File: config.mk
export PLATFORM = sky130hd
export DESIGN_NAME = thumb2_pc_relative_scanner
export DESIGN_NICKNAME = d
export VERILOG_FILES = /design/src/rtl/t2prs_pkg.sv /design/src/rtl/thumb2_pc_relative_scanner.sv /design/src/rtl/t2prs_decode.sv /design/src/rtl/t2prs_core.sv
export SDC_FILE = /design/constraint.sdc
export NUM_CORES = 1
export LEC_CHECK = 0
export ABC_AREA = 1
export ABC_CLOCK_PERIOD_IN_PS = 5600
export BUFFER_PORTS_ARGS = -buffer_cell sky130_fd_sc_hd__buf_2
export CORE_MARGIN = 2
export CORE_UTILIZATION = 40
export DETAILED_ROUTE_END_ITERATION = 10
export HOLD_SLACK_MARGIN = 0.15
export MAX_ROUTING_LAYER = met4
export SLEW_MARGIN = 25
export SYNTH_ARGS = -nofsm -noshare
export SYNTH_HDL_FRONTEND = slang
export SYNTH_SLANG_ARGS = --single-unit
File: constraint.sdc
create_clock -name i_clk -period 5.6 [get_ports i_clk]
set_input_delay 0.28 -clock i_clk [delete_from_list [all_inputs] [get_ports i_clk]]
set_output_delay 0.28 -clock i_clk [all_outputs]
set_load 0.05 [all_outputs]
File: src/rtl/t2prs_pkg.sv
// ============================================================================
// t2prs_pkg
// Shared types and constants for the Thumb-2 PC-relative scanner.
// ============================================================================
package t2prs_pkg;

    localparam int CFG_W    = 11;   // width of the scan byte count register
    localparam int OFFSET_W = 12;   // byte count can pass the limit by up to 3
    localparam int HALF_W   = 16;

    localparam logic [CFG_W-1:0]    SCAN_BYTES_RESET = 11'd8;
    localparam logic [OFFSET_W-1:0] STEP_NARROW      = 12'd2;
    localparam logic [OFFSET_W-1:0] STEP_WIDE        = 12'd4;
    localparam logic [OFFSET_W-1:0] STEP_NONE        = 12'd0;

    // 32-bit forms: the first halfword sits in the upper 16 bits.
    localparam logic [31:0] MASK_BRANCH32 = 32'hF800_D000;
    localparam logic [31:0] VAL_BLX       = 32'hF800_D000;
    localparam logic [31:0] VAL_BL        = 32'hF000_D000;
    localparam logic [31:0] VAL_BCOND_W   = 32'hF000_8000;
    localparam logic [31:0] VAL_B_W       = 32'hF000_9000;
    localparam logic [31:0] MASK_ADR_W    = 32'hFBFF_8000;
    localparam logic [31:0] VAL_ADR_W_SUB = 32'hF2AF_0000;
    localparam logic [31:0] VAL_ADR_W_ADD = 32'hF20F_0000;
    localparam logic [31:0] MASK_LDR_W    = 32'hFF7F_0000;
    localparam logic [31:0] VAL_LDR_W     = 32'hF85F_0000;
    localparam logic [31:0] MASK_TB       = 32'hFFFF_00F0;
    localparam logic [31:0] VAL_TBB       = 32'hE8DF_0000;
    localparam logic [31:0] VAL_TBH       = 32'hE8DF_0010;

    // 16-bit forms.
    localparam logic [15:0] MASK_BCOND    = 16'hF000;
    localparam logic [15:0] VAL_BCOND     = 16'hD000;
    localparam logic [15:0] MASK_TOP5     = 16'hF800;
    localparam logic [15:0] VAL_B         = 16'hE000;
    localparam logic [15:0] VAL_ADR       = 16'hA000;
    localparam logic [15:0] VAL_LDR_LIT   = 16'h4800;
    localparam logic [15:0] MASK_BX       = 16'hFFF8;
    localparam logic [15:0] VAL_BX_PC     = 16'h4778;
    localparam logic [15:0] MASK_HIREG    = 16'hFF78;
    localparam logic [15:0] VAL_ADD_PC    = 16'h4478;
    localparam logic [15:0] VAL_MOV_PC    = 16'h4678;
    localparam logic [15:0] MASK_CBZ      = 16'hF500;
    localparam logic [15:0] VAL_CBZ       = 16'hB100;

    // Top five bits that open a 32-bit instruction.
    localparam logic [4:0] WIDE_TOP_A = 5'b11101;
    localparam logic [4:0] WIDE_TOP_B = 5'b11110;
    localparam logic [4:0] WIDE_TOP_C = 5'b11111;

    typedef struct packed {
        logic [HALF_W-1:0] code_half;
        logic              first_of_function;
    } t_in_item;

    typedef struct packed {
        logic             pc_relative_found;
        logic [CFG_W-1:0] covered_bytes;
    } t_out_item;

    typedef struct packed {
        logic wide_first;   // halfword opens a 32-bit instruction
        logic hit16;        // halfword is a PC-relative 16-bit form
        logic hit32;        // pending half plus this half is a PC-relative 32-bit form
    } t_decode;

endpackage

File: src/rtl/thumb2_pc_relative_scanner.sv
// A halfword that completes a scan gives its result via the input register, then the
// result register. Throughput: one halfword per cycle while results are taken; the
// single-pass decode and count loop sets this.
// Reset: synchronous, active low; the scan is idle until a function-start halfword,
// and the scan byte count register returns to 8.
// ============================================================================
// thumb2_pc_relative_scanner
// Splits a stream of Thumb-2 halfwords into instructions and reports whether
// any instruction inside the configured byte count is PC-relative.
// ============================================================================
module thumb2_pc_relative_scanner #(
    parameter int MAX_SCAN_BYTES = 1024
) (
    input  logic                        i_clk,
    input  logic                        i_rst_n,
    // Code halfword stream.
    input  logic                        i_in_valid,
    output logic                        o_in_stall,
    input  t2prs_pkg::t_in_item         i_in_item,
    // Scan result stream.
    output logic                        o_out_valid,
    input  logic                        i_out_stall,
    output t2prs_pkg::t_out_item        o_out_item,
    // Scan byte count register write.
    input  logic                        i_cfg_valid,
    output logic                        o_cfg_ready,
    input  logic [t2prs_pkg::CFG_W-1:0] i_cfg_data
);

    // The register holds at most 2047, so a larger maximum never limits.
    localparam int CFG_MAX = (1 << t2prs_pkg::CFG_W) - 1;
    localparam int CLIP    = (MAX_SCAN_BYTES < CFG_MAX) ? MAX_SCAN_BYTES : CFG_MAX;
    localparam logic [t2prs_pkg::CFG_W-1:0] MAX_LIMIT = t2prs_pkg::CFG_W'(CLIP);

    logic [t2prs_pkg::CFG_W-1:0] r_scan_bytes;
    logic                        r_in_valid;
    t2prs_pkg::t_in_item         r_in_item;

    logic [t2prs_pkg::CFG_W-1:0] limit;
    logic                        advance;
    logic                        in_accept;

    // The register is to be written only while the block is idle; the block does
    // not enforce this, so a write is always taken.
    assign o_cfg_ready = 1'b1;

    always_ff @(posedge i_clk) begin
        if (!i_rst_n) begin
            r_scan_bytes <= t2prs_pkg::SCAN_BYTES_RESET;
        end else if (i_cfg_valid && o_cfg_ready) begin
            r_scan_bytes <= i_cfg_data;
        end
    end

    // The effective limit is the smaller of the register and the maximum.
    assign limit = (r_scan_bytes < MAX_LIMIT) ? r_scan_bytes : MAX_LIMIT;

    // Input register: it refills in the same cycle that its word moves on,
    // so a word can enter every cycle while the result side keeps up.
    assign o_in_stall = r_in_valid && !advance;
    assign in_accept  = i_in_valid && !o_in_stall;

    always_ff @(posedge i_clk) begin
        if (!i_rst_n) begin
            r_in_valid <= 1'b0;
        end else if (in_accept) begin
            r_in_valid <= 1'b1;
        end else if (advance) begin
            r_in_valid <= 1'b0;
        end
    end

    always_ff @(posedge i_clk) begin
        if (in_accept) begin
            r_in_item <= i_in_item;
        end
    end

    // Decode, counting and the result register live in the core.
    t2prs_core u_core (
        .i_clk        (i_clk),
        .i_rst_n      (i_rst_n),
        .i_item_valid (r_in_valid),
        .i_item       (r_in_item),
        .i_limit      (limit),
        .o_advance    (advance),
        .o_out_valid  (o_out_valid),
        .i_out_stall  (i_out_stall),
        .o_out_item   (o_out_item)
    );

endmodule

File: src/rtl/t2prs_decode.sv
// ============================================================================
// t2prs_decode
// Instruction length test and PC-relative mask/value table compare.
// ============================================================================
module t2prs_decode (
    input  logic [t2prs_pkg::HALF_W-1:0] i_pending_half,
    input  logic [t2prs_pkg::HALF_W-1:0] i_code_half,
    output t2prs_pkg::t_decode           o_decode
);

    logic [31:0] word;
    logic [15:0] h;
    logic [4:0]  top;

    assign word = {i_pending_half, i_code_half};
    assign h    = i_code_half;
    assign top  = i_code_half[15:11];

    always_comb begin
        o_decode.wide_first = (top == t2prs_pkg::WIDE_TOP_A) ||
                              (top == t2prs_pkg::WIDE_TOP_B) ||
                              (top == t2prs_pkg::WIDE_TOP_C);

        o_decode.hit32 =
            ((word & t2prs_pkg::MASK_BRANCH32) == t2prs_pkg::VAL_BLX)       ||
            ((word & t2prs_pkg::MASK_BRANCH32) == t2prs_pkg::VAL_BL)        ||
            ((word & t2prs_pkg::MASK_BRANCH32) == t2prs_pkg::VAL_BCOND_W)   ||
            ((word & t2prs_pkg::MASK_BRANCH32) == t2prs_pkg::VAL_B_W)       ||
            ((word & t2prs_pkg::MASK_ADR_W)    == t2prs_pkg::VAL_ADR_W_SUB) ||
            ((word & t2prs_pkg::MASK_ADR_W)    == t2prs_pkg::VAL_ADR_W_ADD) ||
            ((word & t2prs_pkg::MASK_LDR_W)    == t2prs_pkg::VAL_LDR_W)     ||
            ((word & t2prs_pkg::MASK_TB)       == t2prs_pkg::VAL_TBB)       ||
            ((word & t2prs_pkg::MASK_TB)       == t2prs_pkg::VAL_TBH);

        o_decode.hit16 =
            ((h & t2prs_pkg::MASK_BCOND) == t2prs_pkg::VAL_BCOND)   ||
            ((h & t2prs_pkg::MASK_TOP5)  == t2prs_pkg::VAL_B)       ||
            ((h & t2prs_pkg::MASK_BX)    == t2prs_pkg::VAL_BX_PC)   ||
            ((h & t2prs_pkg::MASK_HIREG) == t2prs_pkg::VAL_ADD_PC)  ||
            ((h & t2prs_pkg::MASK_HIREG) == t2prs_pkg::VAL_MOV_PC)  ||
            ((h & t2prs_pkg::MASK_TOP5)  == t2prs_pkg::VAL_ADR)     ||
            ((h & t2prs_pkg::MASK_TOP5)  == t2prs_pkg::VAL_LDR_LIT) ||
            ((h & t2prs_pkg::MASK_CBZ)   == t2prs_pkg::VAL_CBZ);
    end

endmodule

File: src/rtl/t2prs_core.sv
// ============================================================================
// t2prs_core
// Scan state, byte counting and the result register.
// ============================================================================
module t2prs_core (
    input  logic                        i_clk,
    input  logic                        i_rst_n,
    input  logic                        i_item_valid,
    input  t2prs_pkg::t_in_item         i_item,
    input  logic [t2prs_pkg::CFG_W-1:0] i_limit,
    output logic                        o_advance,
    output logic                        o_out_valid,
    input  logic                        i_out_stall,
    output t2prs_pkg::t_out_item        o_out_item
);

    logic [t2prs_pkg::HALF_W-1:0]   r_pending;
    logic                           r_awaiting;
    logic [t2prs_pkg::OFFSET_W-1:0] r_offset;
    logic                           r_found;
    logic                           r_done;
    logic                           r_out_valid;
    t2prs_pkg::t_out_item           r_out_item;

    logic [t2prs_pkg::HALF_W-1:0]   n_pending;
    logic                           n_awaiting;
    logic [t2prs_pkg::OFFSET_W-1:0] n_offset;
    logic                           n_found;
    logic                           n_done;
    t2prs_pkg::t_out_item           n_out_item;

    t2prs_pkg::t_decode             dec;
    logic                           first;
    logic                           active;
    logic                           zero_limit;
    logic                           aw;
    logic [t2prs_pkg::OFFSET_W-1:0] off_base;
    logic                           found_base;
    logic [t2prs_pkg::OFFSET_W-1:0] step;
    logic [t2prs_pkg::OFFSET_W-1:0] off_sum;
    logic                           found_sum;
    logic                           complete;
    logic                           reached;
    logic                           emit;

    t2prs_decode u_decode (
        .i_pending_half (r_pending),
        .i_code_half    (i_item.code_half),
        .o_decode       (dec)
    );

    // The held item moves on once the result register is free or being read.
    assign o_advance = i_item_valid && (!r_out_valid || !i_out_stall);

    always_comb begin
        first      = i_item.first_of_function;
        active     = first || !r_done;
        zero_limit = first && (i_limit == '0);
        aw         = first ? 1'b0 : r_awaiting;
        off_base   = first ? '0 : r_offset;
        found_base = first ? 1'b0 : r_found;

        if (aw) begin
            step      = t2prs_pkg::STEP_WIDE;
            found_sum = found_base | dec.hit32;
        end else if (dec.wide_first) begin
            step      = t2prs_pkg::STEP_NONE;
            found_sum = found_base;
        end else begin
            step      = t2prs_pkg::STEP_NARROW;
            found_sum = found_base | dec.hit16;
        end
        off_sum  = off_base + step;
        complete = aw || !dec.wide_first;
        reached  = complete && (off_sum >= {1'b0, i_limit});
        emit     = active && (zero_limit || reached);
    end

    always_comb begin
        n_pending  = r_pending;
        n_awaiting = r_awaiting;
        n_offset   = r_offset;
        n_found    = r_found;
        n_done     = r_done;
        if (o_advance && active) begin
            if (zero_limit) begin
                n_awaiting = 1'b0;
                n_offset   = '0;
                n_found    = 1'b0;
                n_done     = 1'b1;
            end else begin
                n_awaiting = !aw && dec.wide_first;
                if (!aw && dec.wide_first) begin
                    n_pending = i_item.code_half;
                end
                n_offset = off_sum;
                n_found  = found_sum;
                n_done   = reached;
            end
        end
    end

    always_comb begin
        if (zero_limit) begin
            n_out_item = '0;
        end else begin
            n_out_item.pc_relative_found = found_sum;
            n_out_item.covered_bytes     = off_sum[t2prs_pkg::CFG_W-1:0];
        end
    end

    always_ff @(posedge i_clk) begin
        if (!i_rst_n) begin
            r_pending   <= '0;
            r_awaiting  <= 1'b0;
            r_offset    <= '0;
            r_found     <= 1'b0;
            r_done      <= 1'b1;
            r_out_valid <= 1'b0;
        end else begin
            r_pending  <= n_pending;
            r_awaiting <= n_awaiting;
            r_offset   <= n_offset;
            r_found    <= n_found;
            r_done     <= n_done;
            if (o_advance) begin
                r_out_valid <= emit;
            end else if (!i_out_stall) begin
                r_out_valid <= 1'b0;
            end
        end
    end

    always_ff @(posedge i_clk) begin
        if (o_advance && emit) begin
            r_out_item <= n_out_item;
        end
    end

    assign o_out_valid = r_out_valid;
    assign o_out_item  = r_out_item;

`ifndef SYNTH
    // A finished scan never holds a half-seen 32-bit instruction.
    a_done_not_pending: assert property (@(posedge i_clk) disable iff (!i_rst_n)
        r_awaiting |-> !r_done)
        else $error("scan finished while a first halfword is pending");

    // Instruction lengths keep the byte count even.
    a_offset_even: assert property (@(posedge i_clk) disable iff (!i_rst_n)
        !r_offset[0])
        else $error("byte count is odd");

    // Halfwords that arrive between functions leave the count alone.
    a_idle_no_count: assert property (@(posedge i_clk) disable iff (!i_rst_n)
        (o_advance && r_done && !i_item.first_of_function) |=> $stable(r_offset))
        else $error("idle halfword changed the byte count");

    // A result always reports a whole number of halfwords.
    a_result_even: assert property (@(posedge i_clk) disable iff (!i_rst_n)
        r_out_valid |-> !r_out_item.covered_bytes[0])
        else $error("result byte count is odd");
`endif

endmodule

# After elaboration in Yosys (flattened, before gate mapping)
# Index checks and enable logic that the tools add are counted.
[word_totals] reg_bits=73 input_bits=33 out_inout_bits=15 elab_cells=95
[op_classes] addsub=1 n_lt_le_gt_ge=2 n_eq_ne=21 n_mux=16 bitwise_logic=3 n_reduce_logical=40
[ops] op="20-bit equality test, second input constant" n=2
[ops] op="12-bit two-way mux" n=3
[ops] op="16-bit equality test, second input constant" n=2
[ops] op="8-bit equality test, second input constant" n=4
[ops] op="5-bit equality test, second input constant" n=5
[ops] op="12-bit by 11-bit equality test with 1-bit output, second input constant" n=2
[ops] op="1-bit logical OR" n=21
[ops] op="15-bit equality test, second input constant" n=1
[ops] op="13-bit by 12-bit equality test with 1-bit output, second input constant" n=1
[ops] op="12-bit adder" n=1
[ops] op="12-bit by 11-bit >= comparator with 1-bit output" n=1
[ops] op="11-bit zero test" n=1
[ops] op="11-bit less-than comparator, second input constant" n=1
[ops] op="1-bit two-way mux" n=11
[ops] op="11-bit two-way mux" n=1
[ops] op="1-bit logical AND" n=9
[ops] op="1-bit zero test" n=7
[ops] op="6-bit equality test, second input constant" n=1
[ops] op="5-bit by 4-bit equality test with 1-bit output, second input constant" n=1
[ops] op="4-bit equality test, second input constant" n=1
[ops] op="3-bit AND reduction" n=1
[ops] op="2-bit two-way mux" n=1
[ops] op="2-bit by 1-bit inequality test with 1-bit output, second input constant" n=1
[ops] op="1-bit bitwise OR" n=2
[ops] op="other kinds (2)" n=2

# Longest topological paths before layout
# Gate-level depths: netlist of the first run.
[logic_depth] depth_word=12 mapped_depth=25 ltp_nobuf=24

# Cells and area by module
# A second synthesis of the first run with hierarchy kept.
[hier_totals] hier_cells=436 area_unflattened_um2=3721.1
[by_module_without_submodules] module="t2prs_core" n_inst=1 cells_each=286 area_per_inst_um2=2381.0 seq_area_each_um2=1001.0
[by_module_without_submodules] module="thumb2_pc_relative_scanner" n_inst=1 cells_each=96 area_per_inst_um2=1082.3 seq_area_each_um2=750.7
[by_module_without_submodules] module="t2prs_decode" n_inst=1 cells_each=54 area_per_inst_um2=257.7 seq_area_each_um2=0.0

# Worst setup path before layout of the first run
# No wires, ideal clock.
[synth_path] path_type="register to register" from="reg r_in_item[0] (netlist bit)" to="reg u_core.r_out_item, in the netlist u_core.o_out_item[0], enable pin" setup_ps=344 arrival_ps=2883 required_time_ps=5256 path_slack_ps=2373 stages_incl_launch_ff=23 n_path_buf=2 synth_period_minus_slack_ps=3227 path_cell_list="edfxtp_1 -> buf_6 -> inv_2 -> buf_6 -> nand2_1 -> nand2_1 -> inv_1 -> ha_1 -> fa_1 -> nand4_2 -> nor2_4 -> xor2_1 -> ha_1 -> nand2_1 -> nor2_1 -> a211oi_1 -> nand2_1 -> nand2_1 -> nand2_1 -> nand2_1 -> nand2_1 -> nand2_2 -> inv_1"
[synth_between] elab_chain_len=8 elab_cells_between_ends=12 classes_between="add/sub: 1; order compare: 1; mux: 3; reduce/logical: 7"
[synth_rtl] element="start, declared" line="thumb2_pc_relative_scanner.sv:37" rtl="t2prs_pkg::t_in_item r_in_item;"
[synth_rtl] element="start signal, assigned" line="thumb2_pc_relative_scanner.sv:75" rtl="r_in_item <= i_in_item;"
[synth_rtl] element="1-bit two-way mux" line="t2prs_core.sv:59" rtl="aw = first ? 1'b0 : r_awaiting;"
[synth_rtl] element="12-bit two-way mux" line="t2prs_core.sv:63" rtl="if (aw) begin"
[synth_rtl] element="12-bit adder *" line="t2prs_core.sv:73" rtl="off_sum = off_base + step;"
[synth_rtl] element="named net u_core.off_sum (one bit)" line="t2prs_core.sv:40" rtl="logic [t2prs_pkg::OFFSET_W-1:0] off_sum;"
[synth_rtl] element="12-bit by 11-bit >= comparator with 1-bit output *" line="t2prs_core.sv:75" rtl="reached = complete && (off_sum >= {1'b0, i_limit});"
[synth_rtl] element="1-bit logical AND *" line="t2prs_core.sv:75"
[synth_rtl] element="1-bit logical OR *" line="t2prs_core.sv:76" rtl="emit = active && (zero_limit || reached);"
[synth_rtl] element="1-bit logical AND *" line="t2prs_core.sv:76"
[synth_rtl] element="1-bit logical AND *" line="t2prs_core.sv:135" rtl="if (o_advance && emit) begin"
[synth_rtl] element="end signal, assigned" line="t2prs_core.sv:136" rtl="r_out_item <= n_out_item;"
[synth_rtl] element="end, declared" line="t2prs_core.sv:23" rtl="t2prs_pkg::t_out_item r_out_item;"
# The timed path passes the listed nets; every way through them passes the cells marked *.
# A chain may end at the register's enable or synchronous reset.

# Worst setup path after layout of the first run
# Ends and elaborated chain as after synthesis.

==> qor.yml, run 1 <==
power_and_ir_drop:
  power.leakage_uw: 0.00191
  cellPowerDensity_nw_per_um2: 286
  peakVddDrop_v: 0.000168
floorplan:
  core_area_sq_um: 8220
  die_area_sq_um: 9260
  die_y_microns: 96.2
  ios: 48
  initial_core_util_pct: 41.4
  die_w_microns: 96.2
  row_count: 33
timing:
  min_period_over_period_pct: 67.4
  max_slew_margin_pct: 54.9
  max_freq_mhz: 265
  setup_violations: 0
  hold_viol_final: 0
  min_period_ps: 3770
  finClkSkew_ps: 7.80
  maxSlewViolCount: 0
  whs_ps: 158
  rsz0062_at_grt: "false"
  finalSetupTns_ps: 0
  worst_pin_slew_ps: 676
clock_tree:
  insertion_delay_ps: 350
  clkSinkCount: 73
  root_buffer: "clkbuf_8"
  htree_levels: 3
  cts_tree: "built"
  clkSlewWorstSetupHoldPaths_ps: 80
  cts_buffer_depth: 2
  cts_buffers: 9
  post_cts_resized: 0
logic_synthesis:
  yosysWarnings: 0
  synth_nets: 447
  postSynth.asyncResetShare_pct: 0
  yosysSeqAreaShare_pct: 51.5
  syn_area_per_cell_sq_um: 8.51
  syn_inst: 400
  yosysUniqueCellTypes: 35
  synth_ff_type: "dfxtp_1"
  yosys_register_bits: 73
  synth_area_sq_um: 3400
  synth_edf_count: 29
routing:
  vias: 2726
  drt-total-wl_mm: 7.13
  drt-pass1-iter-count: 4
  first_iter_violations: 167
  wl_per_cell_microns: 12.4
  ant_nets: 0
  drc: 0
  via_per_inst: 4.76
job:
  cap_violations: 0
final_layout:
  nets: 510
  layout_commonest_cell: "inv_1"
  final_area_sq_um: 4100
  final_util_pct: 49.8
  antennaDiodeCount: 0
  mostFrequentLayoutCells: "inv_1, nand2_1, buf_2"
  final_layout_size_suffix_gt1_share_pct: 16.5
  syn_to_final_growth_pct: 20.4
worst_setup_path:
  crit_fanout: 12
  arrival_ps: 3770
  startpoint_type: "flip-flop"
  cp.required_ps: 5600
  crit_type: "flip-flop to flip-flop"
  end_kind: "flip-flop"
global_route:
  gr-total-overflow: 0
  grt_max_degree: 33
  grt_pass1_vias: 2410
  grt_pass1_wl_mm: 11.5
  grt_usage_pct: 17.1
  antenna_found_initial: 0
place:
  dpl.hpwl_mm: 5.13
  place_congestion: 0.928
  post_dp_cell_area_sq_um: 3680
  io_buffers: 46
min_path:
  min_path_type: "input pin to flip-flop"
run_status:
  status: "complete, no violations"
==> synthesized netlist by cell type (5+ instances only) <==
library cell  instances  area, sq um
nand3_1               8         40.0
nand2_1              64          240
edfxtp_1             29          871
a21oi_1              37          185
inv_1                67          251
clkbuf_1              7         26.3
ha_1                 13          163
dfxtp_1              44          881
nor3_1                5         25.0
nor2_1               38          143
o21ai_1              16         80.1
o21ai_0              30          150
==> critical path: stages, from the launching register on <==
cell and delay, ps:
edfxtp_1 610, inv_2 190, nand2_1 140, nand2_1 80, inv_1 60, ha_1 180, fa_1 220, nand4_2 210
nor3_1 350, xor2_1 180, ha_1 330, nand2_1 60, nor2_1 100, nand2_1 70, nand2_1 60, nand2_1 40
nand2_1 80, nand2_2 80, inv_1 370
==> metal layers <==
| layer | wire [microns] | GRT usage, % | up-vias |
|---|---|---|---|
| met1 | 3400 | 22.5 | 1203 |
| met2 | 3200 | 24.9 | 80 |
| li1 | - | - | 1431 |
| met5 | 0 | - | - |
| met3 | 407 | 3.52 | 12 |
| met4 | 119 | 8.33 | 0 |
==> registers in the layout, summed over array words and instances, names as in the netlist <==
signal	count
r_in_item	17
u_core.r_pending	16
u_core.o_out_item	12
u_core.r_offset	12
r_scan_bytes	11
r_in_valid	1
u_core.o_out_valid	1
u_core.r_awaiting	1
u_core.r_done	1
u_core.r_found	1
==> final timing paths <==
kind / startpoint / endpoint / slack (ps) / cells past startpoint
setup / recovery: r_in_item[0]$_DFFE_PP_ / u_core.o_out_item[0]$_SDFFCE_PP0P_ / 1830 / 18
hold / removal: i_cfg_data[9] / r_scan_bytes[9]$_SDFFE_PN0P_ / 160 / 3
setup reg to reg: r_in_item[0]$_DFFE_PP_ / u_core.o_out_item[0]$_SDFFCE_PP0P_ / 1830 / 18
hold reg to reg: u_core.r_pending[1]$_SDFFE_PN0P_ / u_core.r_pending[1]$_SDFFE_PN0P_ / 450 / 2
==> layout make-up <==
class	count	area, sq um
fillers	794	4120
flip-flops and latches	73	1750
multi-input cells	244	1300
repair buffers	66	428
inverters	69	259
well taps	105	131
clock buffers	9	124
clock inverters	7	98.8
==> through the flow <==
step                      power, uW  setup WS, ps  cells
after floorplan                 674          2370    400
after global routing           1230          1430    573
after detailed placement        706          1860    538
final                          1170          1830    573
after global placement          705          1950    538
after CTS                      1180          1820    573
==> logic make-up (layout without fill, tap and decap cells) <==
logic type / Yosys count / after routing / synth area share [%]
compound gates: 91 / 91 / 14.1
xor+xnor: 5 / 5 / 1.29
other cells: 1 / 1 / 0.110
buf+inv: 83 / 151 / 10.2
fa+ha+maj: 14 / 14 / 5.37
simple gates: 133 / 133 / 17.4
flops: 73 / 73 / 51.5
==> where the power goes <==
group          switching (uW)  internal, uW  total, uW
Combinational            69.2          46.3        116
Clock                     211           256        467
Sequential               13.8           575        588
==> repair_timing <==
action	4_1_cts	5_1_grt
buffers inserted	0	0
hold buffers	19	0
hold endpoints to repair	19	0
No activity file was read; power rests on OpenSTA's default activity.
==> run 2: changes to the inputs <==
--- a/config.mk
+++ b/config.mk
@@ -6,7 +6,7 @@
 export NUM_CORES = 1
 export LEC_CHECK = 0
 export ABC_AREA = 1
-export ABC_CLOCK_PERIOD_IN_PS = 5600
+export ABC_CLOCK_PERIOD_IN_PS = 3800
 export BUFFER_PORTS_ARGS = -buffer_cell sky130_fd_sc_hd__buf_2
 export CORE_MARGIN = 2
 export CORE_UTILIZATION = 40
==> constraint.sdc (replaced) <==
create_clock -name i_clk -period 3.8 [get_ports i_clk]
set_input_delay 0.19 -clock i_clk [delete_from_list [all_inputs] [get_ports i_clk]]
set_output_delay 0.19 -clock i_clk [all_outputs]
set_load 0.05 [all_outputs]
==> qor.yml, run 2 (synthesized netlist as in run 1, its figures left out) <==
run_status:
  status: "complete, no violations"
worst_setup_path:
  path_cells: "nor2_1, nor2_1, nand3_1, nand2_1, inv_1, ha_1, fa_1, nand4_4, nand2_1, o21ai_0, ha_1, a21oi_1, nor2_1, a211oi_1, nand2_1, nand2_1, nand2_1, nand2_1, nand2_1, nand2_4, clkinvlp_4"
  cp.required_ps: 3880  # -1720 ps
  critPathBufInv: 2  # -1
  end_kind: "flip-flop"
  crit_top_cell: "nand2_1"
  crit_type: "flip-flop to flip-flop"
  crit_fanout: 6  # -6
  max_stage_delay_ps: 440  # -170 ps
  critPathSlowestCell: "fa_1"
  arrival_ps: 3550  # -220 ps
  crit_family: "simple AND/OR/NAND/NOR gates"
  startpoint_type: "flip-flop"
final_layout:
  mostFrequentLayoutCells: "inv_1, nand2_1, buf_2"
  syn_to_final_growth_pct: 23.5
  final_cells: 588  # +2.6%
  largest_register_ffs: 17  # unchanged
  antennaDiodeCount: 0  # unchanged
  nets: 525  # +2.9%
  final_util_pct: 51.1  # +1.3 points
  final_layout_size_suffix_gt1_share_pct: 17.0  # +0.52 points
  top_register: "r_in_item"
  layout_commonest_cell: "inv_1"
  reg_top3: "r_in_item x17, u_core.r_pending x16"
power_and_ir_drop:
  power.leakage_uw: 0.00194  # +1.5%
  peakVddDrop_v: 0.000217  # +29%
  cellPowerDensity_nw_per_um2: 378  # +32%
global_route:
  grt_pass1_wl_mm: 12.2  # +6.0%
  grt_pass1_vias: 2656  # +10%
  grt_max_degree: 33  # unchanged
  antenna_found_initial: 0  # unchanged
  gr-total-overflow: 0  # unchanged
  grt_usage_pct: 17.9  # +0.79 points
floorplan:
  row_count: 33  # unchanged
  die_y_microns: 96.2  # unchanged
  die_area_sq_um: 9260  # unchanged
  die_w_microns: 96.2  # unchanged
  core_area_sq_um: 8220  # unchanged
  ios: 48  # unchanged
  initial_core_util_pct: 41.4  # unchanged
clock_tree:
  clkSlewWorstSetupHoldPaths_ps: 80  # about the same
  cts_buffers: 9  # unchanged
  clkSinkCount: 73  # unchanged
  cts_buffer_depth: 2  # unchanged
  cts_tree: "built"
  root_buffer: "clkbuf_8"
  htree_levels: 3  # unchanged
  insertion_delay_ps: 350  # about the same
timing:
  finalSetupTns_ps: 0  # unchanged
  setup_violations: 0  # unchanged
  finClkSkew_ps: 12.0  # +4.17 ps
  worst_pin_slew_ps: 652  # -24.2 ps
  min_period_over_period_pct: 91.4  # +24 points
  min_period_ps: 3480  # -299 ps
  rsz0062_at_grt: "false"
  max_freq_mhz: 288  # +8.6%
  hold_viol_final: 0  # unchanged
  maxSlewViolCount: 0  # unchanged
  max_slew_margin_pct: 56.5  # +1.6 points
routing:
  drt-pass1-iter-count: 4  # unchanged
  vias: 2781  # +2.0%
  wl_per_cell_microns: 12.7  # +2.0%
  via_per_inst: 4.73  # -0.58%
  drc: 0  # unchanged
  drt-total-wl_mm: 7.47  # +4.7%
  ant_nets: 0  # unchanged
  first_iter_violations: 159  # -4.8%
place:
  place_congestion: 0.914  # -1.5%
  io_buffers: 46  # unchanged
  dpl.hpwl_mm: 5.19  # +1.2%
  dp_cells: 540  # +0.37%
job:
  cap_violations: 0  # unchanged
min_path:
  min_path_type: "input pin to flip-flop"
==> run 2: cell types whose count changed in the layout (fill, tap and decap cells not counted), sizes merged <==
| cell | previous run | this run |
|---|---|---|
| bufinv | 2 | 0 |
| inv | 73 | 69 |
| clkinvlp | 0 | 3 |
| clkinv | 1 | 4 |
| dlygate4sd3 | 19 | 30 |
| buf | 47 | 50 |
| clkbuf | 9 | 10 |
==> run 2: layout make-up <==
type / count / area (sq um)
fill: 798 / 4020
sequential: 73 / 1750
multi-input combinational: 244 / 1320
timing repair buffer: 80 / 561
inverter: 69 / 263
tap: 105 / 131
clock buffer: 10 / 128
clock inverter: 6 / 43.8
timing repair inverter: 1 / 7.51
==> run 2: final timing paths <==
kind | cells after the start | startpoint | slack (ps) | to
setup / recovery | 21 | r_in_item[13]$_DFFE_PP_ | 320 | u_core.o_out_item[0]$_SDFFCE_PP0P_
hold / removal | 2 | i_cfg_valid | 160 | r_scan_bytes[3]$_SDFFE_PN1P_
setup reg to reg | 21 | r_in_item[13]$_DFFE_PP_ | 320 | u_core.o_out_item[0]$_SDFFCE_PP0P_
hold reg to reg | 2 | u_core.r_pending[0]$_SDFFE_PN0P_ | 450 | u_core.r_pending[0]$_SDFFE_PN0P_
==> run 2: timing repair <==
| item | CTS | global route |
|---|---|---|
| endpoints found under the hold margin | 30 | 0 |
| hold buffers | 30 | 0 |
| resized for setup | 0 | 4 |
| endpoints found under the setup margin | 0 | 12 |
| buffers inserted | 0 | 1 |
==> run 2: per-stage QoR <==
step	power [uW]	hold slack, ps	cell area [sq um]	setup WS [ps]
3_3_place_gp	1040	366	3700	363
6_report	1590	164	4200	325
2_1_floorplan	993	289	3400	573
3_5_place_dp	1040	368	3700	257
4_1_cts	1600	154	4170	212
5_1_grt	1670	186	4200	8.28
==> run 2: worst register-to-register path, delay by kind of cell (launching register included) <==
kind                     cells  cell delay [ps]
buffers and inverters        2              240
flip-flops                   1              410
adder cells (fa/ha/maj)      3              930
AND/OR/NAND/NOR             13             1180
AO/OA/AOI/OAI                3              450
==> run 2: layer usage <==
layer  wire [microns]  share of wire [%]  global-route usage, %  up-vias
met3              353                4.7                   3.29       14
li1                 -                  -                      -     1451
met2             3330                 45                   27.5       68
met5                0                  0                      -        -
met1             3590                 48                   22.8     1248
met4              195                2.6                   8.10        0
==> run 2: power by group <==
group / internal (uW) / switching [uW]
clock: 239 / 297
combinational: 78.4 / 110
sequential: 847 / 19.3
total: 1160 / 426
==> run 3: changes to the inputs <==
--- a/config.mk
+++ b/config.mk
@@ -13,6 +13,7 @@
 export DETAILED_ROUTE_END_ITERATION = 10
 export HOLD_SLACK_MARGIN = 0.15
 export MAX_ROUTING_LAYER = met4
+export PLACE_DENSITY = 0.56
 export SLEW_MARGIN = 25
 export SYNTH_ARGS = -nofsm -noshare
 export SYNTH_HDL_FRONTEND = slang
==> qor.yml, run 3 (synthesized netlist as in run 1, its figures left out) <==
worst_setup_path:
  crit_top_cell: "nand2_1"
  end_kind: "flip-flop"
  crit_family: "simple AND/OR/NAND/NOR gates"
  cp.required_ps: 3920  # +40 ps
  arrival_ps: 3640  # +90 ps
  max_stage_delay_ps: 450  # about the same
  startpoint_type: "flip-flop"
  critPathSlowestCell: "edfxtp_1"
  crit_type: "flip-flop to flip-flop"
  path_cells: "nor2_1, nor2_1, nand3_1, nand2_1, inv_1, ha_1, fa_1, nand4_2, nand2_1, o21ai_0, ha_1, a21oi_1, nor2_1, a211oi_1, nand2_1, nand2_1, nand2_1, nand2_1, nand2_1, nand2_2, clkinvlp_4, buf_12"
  crit_fanout: 12  # +6
  critPathBufInv: 3  # +1
timing:
  max_slew_margin_pct: 56.1  # -0.42 points
  min_period_over_period_pct: 92.7  # +1.2 points
  max_freq_mhz: 284  # -1.3%
  worst_pin_slew_ps: 658  # +6.32 ps
  finClkSkew_ps: 9.34  # -2.63 ps
  finalSetupTns_ps: 0  # unchanged
  maxSlewViolCount: 0  # unchanged
  min_period_ps: 3520  # +45.8 ps
  hold_viol_final: 0  # unchanged
  whs_ps: 167  # +2.61 ps
  setup_violations: 0  # unchanged
  rsz0062_at_grt: "false"
global_route:
  antenna_found_initial: 0  # unchanged
  grt_max_degree: 33  # unchanged
  grt_usage_pct: 17.7  # -0.16 points
  grt_pass1_vias: 2591  # -2.4%
  grt_pass1_wl_mm: 12.0  # -0.91%
  gr-total-overflow: 0  # unchanged
final_layout:
  seq_area_sq_um: 1750  # unchanged
  fill_cells: 798  # unchanged
  reg_top3: "r_in_item x17, u_core.r_pending x16"
  syn_to_final_growth_pct: 23.5  # unchanged
  top_register: "r_in_item"
  multi_input_area_sq_um: 1300  # -1.0%
  mostFrequentLayoutCells: "inv_1, nand2_1, buf_2"
  antennaDiodeCount: 0  # unchanged
  largest_register_ffs: 17  # unchanged
  final_layout_size_suffix_gt1_share_pct: 16.8  # -0.14 points
  layout_commonest_cell: "inv_1"
  nets: 523  # -0.38%
power_and_ir_drop:
  peakVddDrop_v: 0.000303  # +40%
  power.leakage_uw: 0.00194  # about the same
  cellPowerDensity_nw_per_um2: 389  # +2.7%
routing:
  ant_nets: 0  # unchanged
  drt-total-wl_mm: 7.28  # -2.5%
  drt-pass1-iter-count: 4  # unchanged
  drc: 0  # unchanged
  via_per_inst: 4.77  # +0.88%
  first_iter_violations: 179  # +13%
  wl_per_cell_microns: 12.4  # -2.2%
  vias: 2796  # +0.54%
floorplan:
  die_area_sq_um: 9260  # unchanged
  die_w_microns: 96.2  # unchanged
  core_area_sq_um: 8220  # unchanged
  ios: 48  # unchanged
  die_y_microns: 96.2  # unchanged
  initial_core_util_pct: 41.4  # unchanged
  row_count: 33  # unchanged
place:
  dpl.hpwl_mm: 5.05  # -2.7%
  place_congestion: 0.881  # -3.6%
  io_buffers: 46  # unchanged
clock_tree:
  root_buffer: "clkbuf_8"
  htree_levels: 3  # unchanged
  cts_buffer_depth: 2  # unchanged
  clkSinkCount: 73  # unchanged
  insertion_delay_ps: 350  # about the same
  clkSlewWorstSetupHoldPaths_ps: 80  # about the same
  cts_tree: "built"
  cts_buffers: 9  # unchanged
job:
  cap_violations: 0  # unchanged
min_path:
  min_path_type: "input pin to flip-flop"
run_status:
  status: "complete, no violations"
## run 3: cell types whose count changed in the layout (fill, tap and decap cells not counted), sizes merged
cell	change
dlygate4sd3	-1
clkbuf	+1
clkinv	-2
## run 3: final timing paths
kind	startpoint	to	slack [ps]	cells after the start
worst max-delay path	r_in_item[13]$_DFFE_PP_	u_core.o_out_item[4]$_SDFFCE_PP0P_	280	22
worst min-delay path	i_out_stall	u_core.o_out_valid$_SDFFE_PN0P_	170	3
worst max register to register	r_in_item[13]$_DFFE_PP_	u_core.o_out_item[4]$_SDFFCE_PP0P_	280	22
worst min register to register	u_core.r_pending[0]$_SDFFE_PN0P_	u_core.r_pending[0]$_SDFFE_PN0P_	450	2
## run 3: area by class of cell
cell class,instances,share of cell area [%]
flip-flops and latches,73,41.7
clock inverters,5,0.893
well taps,105,3.13
repair buffers,79,13.4
inverters,69,6.25
clock buffers,11,3.63
multi-input cells,244,31.0
## run 3: metrics by stage
step	worst slack, ps	area (sq um)	power, uW	std cells	utilization (%)
after floorplan	573	3400	993	400	-
after global placement	280	3700	1040	540	45.0
after detailed placement	240	3700	1040	540	45.0
after CTS	203	4180	1650	585	50.8
after global routing	6.68	4200	1720	586	51.1
final	279	4200	1630	586	51.1
## run 3: worst register-to-register path, stage by stage, from the launching register on
cell	delay [ps]
edfxtp_1	450
nor2_1	80
nor2_1	120
nand3_1	100
nand2_1	90
inv_1	50
ha_1	220
fa_1	420
nand4_2	190
nand2_1	90
o21ai_0	120
ha_1	290
a21oi_1	160
nor2_1	60
a211oi_1	160
nand2_1	90
nand2_1	60
nand2_1	50
nand2_1	50
nand2_1	60
nand2_2	110
clkinvlp_4	120
buf_12	150
## run 3: what timing repair did
item	in CTS	in global routing
setup endpoints to repair	0	12
setup buffers	0	1
resized for setup	0	1
hold buffers	29	0
hold endpoints to repair	29	0
## run 3: power by group
part	leakage (uW)	internal, uW	total, uW	switching [uW]
clock	0.0000911	279	583	304
sequential	0.000647	847	866	18.8
combinational	0.00120	78.0	185	106
## run 3: layer usage
metal | vias to the layer above | routed length (microns) | track usage, %
li1 | 1457 | - | -
met5 | - | 0 | -
met2 | 60 | 3210 | 26.0
met1 | 1267 | 3630 | 23.8
met4 | 0 | 125 | 5.48
met3 | 12 | 306 | 4.70
